[config.mk]
export PLATFORM = sky130hd
export DESIGN_NAME = urnt_ctrl
export DESIGN_NICKNAME = d
export VERILOG_FILES = /design/src/rtl/uid_range_network_table_macros.svh /design/src/rtl/urnt_pkg.sv /design/src/rtl/urnt_ctrl.sv
export SDC_FILE = /design/constraint.sdc
export NUM_CORES = 1
export LEC_CHECK = 0
export BUFFER_PORTS_ARGS = -buffer_cell sky130_fd_sc_hd__buf_2
export CAP_MARGIN = 10
export CELL_PAD_IN_SITES_DETAIL_PLACEMENT = 0
export CELL_PAD_IN_SITES_GLOBAL_PLACEMENT = 1
export CORE_AREA = 3 3 40 42
export DETAILED_ROUTE_END_ITERATION = 10
export DIE_AREA = 0 0 43 45
export PLACE_DENSITY = 0.46
export SYNTH_ARGS = -nofsm -noshare
export SYNTH_HDL_FRONTEND = slang
export SYNTH_SLANG_ARGS = --single-unit
[constraint.sdc]
create_clock -name i_clk -period 1.07 [get_ports i_clk]
set_input_delay 0.107 -clock i_clk [delete_from_list [all_inputs] [get_ports i_clk]]
set_output_delay 0.107 -clock i_clk [all_outputs]
set_load 0.02 [all_outputs]
[src/rtl/uid_range_network_table_macros.svh]
// Assertion macros for the uid range network table.
// Included by the top level; no other dependencies.
`ifndef UID_RANGE_NETWORK_TABLE_MACROS_SVH
`define UID_RANGE_NETWORK_TABLE_MACROS_SVH

// same-cycle implication under synchronous active-low reset
`define URNT_ASSERT_NOW(label, clk, rst_n, ante, cons) \
    label: assert property (@(posedge clk) disable iff (!rst_n) (ante) |-> (cons)) \
        else $error("urnt assertion failed");

// next-cycle implication under synchronous active-low reset
`define URNT_ASSERT_NEXT(label, clk, rst_n, ante, cons) \
    label: assert property (@(posedge clk) disable iff (!rst_n) (ante) |=> (cons)) \
        else $error("urnt assertion failed");

`endif

[src/rtl/urnt_pkg.sv]
// Package for the uid range network table: widths, codes and word types.
// No dependencies.
`timescale 1ns / 1ps

package urnt_pkg;

    localparam int TABLE_ENTRIES = 16;
    localparam int UID_W         = 31;
    localparam int NET_W         = 16;
    localparam logic [NET_W-1:0] MIN_NET = NET_W'(10);

    typedef enum logic [1:0] {
        OP_SET       = 2'd0,
        OP_CLEAR     = 2'd1,
        OP_LOOKUP    = 2'd2,
        OP_CLEAR_ALL = 2'd3
    } t_opcode;

    typedef enum logic [1:0] {
        ST_OK        = 2'd0,
        ST_BAD_ARGS  = 2'd1,
        ST_NOT_FOUND = 2'd2,
        ST_FULL      = 2'd3
    } t_status;

    typedef struct packed {
        t_opcode          opcode;
        logic [UID_W-1:0] range_start;
        logic [UID_W-1:0] range_end;
        logic [NET_W-1:0] net_id;
        logic             dns_fwd_en;
        logic [UID_W-1:0] query_uid;
        logic [NET_W-1:0] requested_net_id;
        logic             for_dns;
    } t_in_word;

    typedef struct packed {
        t_status          status;
        logic [NET_W-1:0] result_net_id;
    } t_out_word;

    typedef struct packed {
        logic capture;
        logic compare;
        logic commit;
    } t_cmd;

endpackage

[src/rtl/urnt_ctrl.sv]
// Controller for the uid range network table: capture, compare, commit sequence.
// Depends on urnt_pkg.
`timescale 1ns / 1ps

module urnt_ctrl (
    input  logic            i_clk,
    input  logic            i_rst_n,
    input  logic            i_in_valid,
    output logic            o_in_stall,
    output logic            o_out_valid,
    input  logic            i_out_stall,
    output urnt_pkg::t_cmd  o_cmd
);

    typedef enum logic [1:0] {
        S_IDLE,
        S_CMP,
        S_UPD
    } t_state;

    t_state r_state, n_state;
    logic   r_out_valid, n_out_valid;
    logic   out_free;

    assign out_free    = !r_out_valid || !i_out_stall;
    assign o_in_stall  = !((r_state == S_IDLE) || ((r_state == S_UPD) && out_free));
    assign o_out_valid = r_out_valid;

    assign o_cmd.capture = i_in_valid && !o_in_stall;
    assign o_cmd.compare = (r_state == S_CMP);
    assign o_cmd.commit  = (r_state == S_UPD) && out_free;

    always_comb begin
        n_state     = r_state;
        n_out_valid = r_out_valid;
        if (!i_out_stall) begin
            n_out_valid = 1'b0;
        end
        unique case (r_state)
            S_IDLE: begin
                if (o_cmd.capture) begin
                    n_state = S_CMP;
                end
            end
            S_CMP: begin
                n_state = S_UPD;
            end
            S_UPD: begin
                if (out_free) begin
                    n_out_valid = 1'b1;
                    n_state     = o_cmd.capture ? S_CMP : S_IDLE;
                end
            end
            default: begin
                n_state = S_IDLE;
            end
        endcase
    end

    always_ff @(posedge i_clk) begin
        if (!i_rst_n) begin
            r_state     <= S_IDLE;
            r_out_valid <= 1'b0;
        end else begin
            r_state     <= n_state;
            r_out_valid <= n_out_valid;
        end
    end

endmodule

* After elaboration in Yosys (flattened, before gate mapping) *
Cells that the tools add are included.

word-level totals
  latch bits = 0
  memory bits (writable) = 0
  memories = 0
  bits in registers = 3
  logic and storage cells = 22
  memory bits (read-only) = 0
  output and inout bits = 5
  bits of input ports = 4

cells by class
  add/subtract/negate cells = 0
  shifts and indexed selects = 0
  multiplexer cells = 7
  equal/unequal tests = 4
  order comparisons = 0
  multipliers = 0
  reductions and logical operators = 9
  div/mod/pow operators = 0
  bitwise operators = 0

operator list
  kind                  count
  $pmux W2 S3           1
  $mux W1               4
  $mux W2               2
  $ne A2 B2 Y1 const B  2
  $logic_not A1 Y1      3
  $eq A2 B1 Y1 const B  1
  $eq A2 B2 Y1 const B  1
  $logic_and A1 B1 Y1   2
  $logic_not A2 Y1      1
  $logic_or A1 B1 Y1    2
  $reduce_and A2 Y1     1

* Longest topological paths before layout *
Gate-level depths: netlist (run 1).

  depth in word-level cells = 8
  depth in mapped cells = 2
  mapped depth without buffers = 2

* Worst setup path before layout (run 1) *
Ideal clock, no wire load.

  path kind = reg2out
  start point = register r_out_valid (netlist: o_out_valid)
  end point = output port o_cmd[2] (netlist bit)
  setup slack = 107 ps
  buffers on the path = 0
  arrival time = 856 ps
  required time = 963 ps
  stages on the path, launching flop included = 3
  cells stage by stage = dfxtp_1 > nand3_1 > and3b_1

RTL lines
  element                 line             text
  from (decl)             urnt_ctrl.sv:22  logic r_out_valid, n_out_valid;
  from (signal assigned)  urnt_ctrl.sv:66  r_out_valid <= n_out_valid;
  to (decl)               urnt_ctrl.sv:12  output urnt_pkg::t_cmd o_cmd

==> results of run 1 <==
-- registers in the layout (all words and copies together) (netlist names) --
name / cells
o_out_valid: 1
r_state: 2
-- logic make-up (layout without fill, tap and decap cells) --
group                  count (synthesis)  in the layout  synth area share (%)
DFF                                    3              3                  41.4
and+or+nand+nor                        8              8                  39.7
buffers and inverters                  1             13                  5.17
AOI/OAI and AO/OA                      3              3                  13.8
-- report_power, final --
| group | internal [mW] | switching (mW) |
|---|---|---|
| Combinational | 0.0287 | 0.0261 |
| Clock | 0.140 | 0.0580 |
| Sequential | 0.119 | 0.00514 |
-- cell usage after synthesis --
master    number  area share [%]
dfxtp_1        3              41
and4b_1        2              14
nand2b_1       2             8.6
a21boi_0       1             5.2
a21oi_1        1             3.4
and2b_1        1             5.2
and3b_1        1             6.0
buf_4          1             5.2
nand2_1        1             2.6
nand3_1        1             3.4
o21a_1         1             5.2
-- layer usage --
layer | vias to the layer above | GRT usage [%]
li1 | 79 | -
met1 | 69 | 5.53
met2 | 9 | 5.99
met3 | 0 | 5.18
met4 | 0 | 5.42
met5 | - | 0
-- layout make-up --
type,instances,area (µm²)
Sequential cell,3,63.8
Clock buffer,4,26.3
Timing Repair Buffer,9,65.1
Tap cell,15,18.8
Multi-Input combinational cell,11,82.6
Fill cell,146,1030
-- final timing paths --
kind	startpoint	to	cells after the start
max	r_state[0]$_SDFFE_PN0P_	o_cmd[0]	3
min	i_rst_n	r_state[1]$_SDFFE_PN0P_	2
max reg2reg	r_state[1]$_SDFFE_PN0P_	r_state[1]$_SDFFE_PN0P_	2
min reg2reg	o_out_valid$_SDFF_PN0_	o_out_valid$_SDFF_PN0_	2
-- critical path, delay by kind of cell (launching register included) --
kind / cells / cell delay (ps)
flip-flops: 1 / 330
AO/OA/AOI/OAI: 1 / 130
buffers and inverters: 1 / 160
AND/OR/NAND/NOR: 1 / 150
-- timing repair --
item / CTS / global route
setup buffers: 1 / 0
pin swaps: 2 / 0
gates resized for setup: 7 / 3
hold buffers: 0 / 0
endpoints found under the setup margin: 3 / 4
==> flow_metrics.tcl, run 1 <==
set metrics [dict create \
    outcome "finished, violations left" \
    violations "setup timing" \
    final_cells 42 \
    seq_area_frac_synth_pct 41.4 \
    wl_met3_um 56 \
    synth_cells 15 \
    final_common_cell "buf_2" \
    slowest_stage "dfxtp_2" \
    fin_crit_ps 1100 \
    cp_max_fo 6 \
    gp_congestion 0.630 \
    clock-sinks 3 \
    die_area_um2 1940 \
    yosysWarnings 0 \
    drt-initial-drc-count 0 \
    min_path_type "input port to flip-flop" \
    first_pass_iters 1 \
    area_growth_syn_to_layout_pct 76.7 \
    clk_pin_slew_ps 40 \
    met2WireLength_um 121 \
    root_buffer "clkbuf_4" \
    placed_cell_area_um2 196 \
    critPathMaxStageDelay_ps 330 \
    cp_cell_sequence "nand2b_1, a21oi_1, buf_4" \
    criticalPathCategory "flip-flop to primary output" \
    final_cell_mix "4 x buf_2, 3 x clkbuf_4, 3 x dfxtp_2, 3 x buf_4" \
    ys_types 11 \
    fmax_ghz 0.910 \
    finalHoldViolCount 0 \
    cts_tree "built" \
    crit_arrival_ps 990 \
    ios 9 \
    placedCellCount 37 \
    final_area_um2 256 \
    fin_nets 32 \
    power_mw 0.376 \
    diodes 0 \
    grt_pass1_wl_um 669 \
    ant_nets 0 \
    finalSetupViolCount 2 \
    placement.io_buffers 8 \
    syn-cell-area_um2 145 \
    post_drt_via_cell_ratio 3.74 \
    p_leak_nw 0.123 \
    antenna_found_initial 0 \
    grt_max_degree 7 \
    tns_ps -31.6 \
    fp-row-count 13 \
    cp-end-kind "primary output" \
    routedWlPerCell_um 8.71 \
    initial_utilization_pct 11.3 \
    synth_fp_nets 19 \
    clk_latency_ps 230 \
    final-max-slew-violation-count 0 \
    die_h_um 45 \
    cts_inserted_buffers 3 \
    m1WireLength_um 188 \
    timing.final.crit_share_pct 103 \
    die_w_um 43 \
    dpl_worst_slack_ps 115 \
    syn_avg_cell_area_um2 9.68 \
    wirelength_um 366 \
    drc_errors 0 \
    grt-ovfl-total 0 \
    clk_path_buf_depth 2 \
    rsz0062_at_grt "yes" \
    coreArea_um2 1280 \
    grt_pass1_vias 160 \
    top_layer_used "met3" \
    num_vias 157 \
    whs_ps 112 \
    powerDensity_nw_per_um2 1470 \
    grtUsageTotal_pct 5.41 \
    r2r_slack_ps 240 \
    drive_above_1_share_pct 59.3 \
    htree_num_levels 1 \
    crit_required_ps 960 \
    start_kind "flip-flop" \
    finalCoreUtilization_pct 20.0 \
    timing.slew.headroom_pct 91.1 \
    irDropWorstVdd_mv 0.413 \
    drv_cap 0 \
    finalWorstSetupSlack_ps -28.7 \
    fin_skew_ps 0.737 \
    worstMarginPinSlew_ps 133 \
    synth-seq-cells 3 \
]
Power figures use the tool's default switching activity.
==> inputs of run 2 (changes only) <==
--- a/config.mk
+++ b/config.mk
@@ -14,3 +14,4 @@
 export DIE_AREA = 0 0 43 45
-export PLACE_DENSITY = 0.46
+export PLACE_DENSITY = 0.47
+export SKIP_LAST_GASP = 1
 export SYNTH_ARGS = -nofsm -noshare
==> constraint.sdc (replaced) <==
create_clock -name i_clk -period 1 [get_ports i_clk]
set_input_delay 0.05 -clock i_clk [delete_from_list [all_inputs] [get_ports i_clk]]
set_output_delay 0.05 -clock i_clk [all_outputs]
set_load 0.02 [all_outputs]
==> flow_metrics.tcl, run 2 (synthesis gave the netlist of run 1 again) <==
set metrics [dict create \
    outcome "finished, violations left" \
    violations "setup timing" \
    clk_latency_ps 240 \
    cts_inserted_buffers 3 \
    drv_cap 0 \
    root_buffer "clkbuf_4" \
    powerDensity_nw_per_um2 1510 \
    grt_pass1_wl_um 655 \
    grt_max_degree 7 \
    gp_congestion 0.611 \
    timing.slew.headroom_pct 90.6 \
    finalHoldViolCount 0 \
    diodes 0 \
    critPathMaxStageDelay_ps 340 \
    clk_pin_slew_ps 40 \
    placement.io_buffers 8 \
    tns_ps -96.4 \
    start_kind "flip-flop" \
    cp-end-kind "primary output" \
    clock-sinks 3 \
    fin_skew_ps 1.08 \
    wirelength_um 401 \
    p_leak_nw 0.133 \
    criticalPathCategory "flip-flop to primary output" \
    rsz0062_at_grt "yes" \
    die_area_um2 1940 \
    timing.final.crit_share_pct 104 \
    initial_utilization_pct 11.3 \
    slowest_stage "dfxtp_4" \
    irDropWorstVdd_mv 0.819 \
    cp_max_fo 3 \
    final-max-slew-violation-count 0 \
    fin_nets 34 \
    grtUsageTotal_pct 5.32 \
    fin_crit_ps 1040 \
    seq_area_um2 66.3 \
    finalSetupViolCount 3 \
    worstMarginPinSlew_ps 140 \
    final_cell_mix "5 x buf_2, 4 x buf_4, 3 x clkbuf_4" \
    final_area_um2 275 \
    antenna_found_initial 0 \
    ant_nets 0 \
    grt_pass1_vias 156 \
    largest-register "r_state" \
    ios 9 \
    drt-initial-drc-count 0 \
    num_vias 159 \
    crit_required_ps 950 \
    whs_ps 42.0 \
    final_common_cell "buf_2" \
    cts_tree "built" \
    crit_arrival_ps 990 \
    worst-path-buf-inv 1 \
    routedWlPerCell_um 9.11 \
    fmax_ghz 0.963 \
    min_path_type "input port to flip-flop" \
    die_h_um 45 \
    fill_cells 146 \
    finalWorstSetupSlack_ps -38.4 \
    grt-ovfl-total 0 \
    r2r_slack_ps 50 \
    placed_cell_area_um2 196 \
    power_mw 0.415 \
    cp_top_family "flip-flops" \
    fp-row-count 13 \
    multi_input_area_um2 86.3 \
    area_growth_syn_to_layout_pct 89.7 \
    die_w_um 43 \
    drc_errors 0 \
    coreArea_um2 1280 \
    post_drt_via_cell_ratio 3.61 \
    first_pass_iters 1 \
    clk_path_buf_depth 2 \
    htree_num_levels 1 \
    dpl_worst_slack_ps 98.4 \
    drive_above_1_share_pct 65.5 \
    cp_cell_sequence "nand3_2, and3b_1, buf_6" \
    largest_register_ffs 2 \
    ctsHoldBuffers 0 \
]
[run 2: cell count changes in the layout (fill, tap and decap cells not counted)]
cell,delta
a21oi_1,-1
a21oi_2,+1
buf_2,+1
buf_4,+1
dfxtp_2,-1
dfxtp_4,+1
[run 2: final cells by class]
class | count | share of cell area, %
tap | 15 | 6.82
timing repair buffer | 11 | 28.2
multi-input combinational | 11 | 31.4
clock buffer | 4 | 9.55
sequential | 3 | 24.1
[run 2: report_power, final]
group | leakage, nW | internal, mW | switching [mW]
registers | 0.0261 | 0.125 | 0.00536
logic | 0.0917 | 0.0338 | 0.0297
clock network | 0.0150 | 0.150 | 0.0717
total | 0.133 | 0.309 | 0.107
[run 2: routing by layer]
| metal | global-route usage [%] | up-vias | wire length, µm |
|---|---|---|---|
| li1 | - | 82 | - |
| met1 | 5.52 | 65 | 193 |
| met2 | 5.39 | 12 | 133 |
| met3 | 7.97 | 0 | 74 |
| met4 | 1.81 | 0 | 0 |
| met5 | 0 | - | 0 |
[run 2: metrics by stage]
step | cells | utilization [%]
4_1_cts | 42 | 19.3
6_report | 44 | 21.4
2_1_floorplan | 15 | -
3_5_place_dp | 37 | 15.3
3_3_place_gp | 37 | 15.3
5_1_grt | 44 | 21.4
[run 2: what timing repair did]
item	CTS	global route
pin swaps	2	1
endpoints found under the setup margin	3	4
resized for setup	7	4
setup buffers	1	2
hold endpoints to repair	0	0
[run 2: path summary, 6_finish.rpt]
check,start,to,depth (start not counted)
min reg2reg,r_state[1]$_SDFFE_PN0P_,o_out_valid$_SDFF_PN0_,2
max reg2reg,r_state[1]$_SDFFE_PN0P_,r_state[1]$_SDFFE_PN0P_,3
min,i_rst_n,r_state[1]$_SDFFE_PN0P_,2
max,o_out_valid$_SDFF_PN0_,o_cmd[2],3
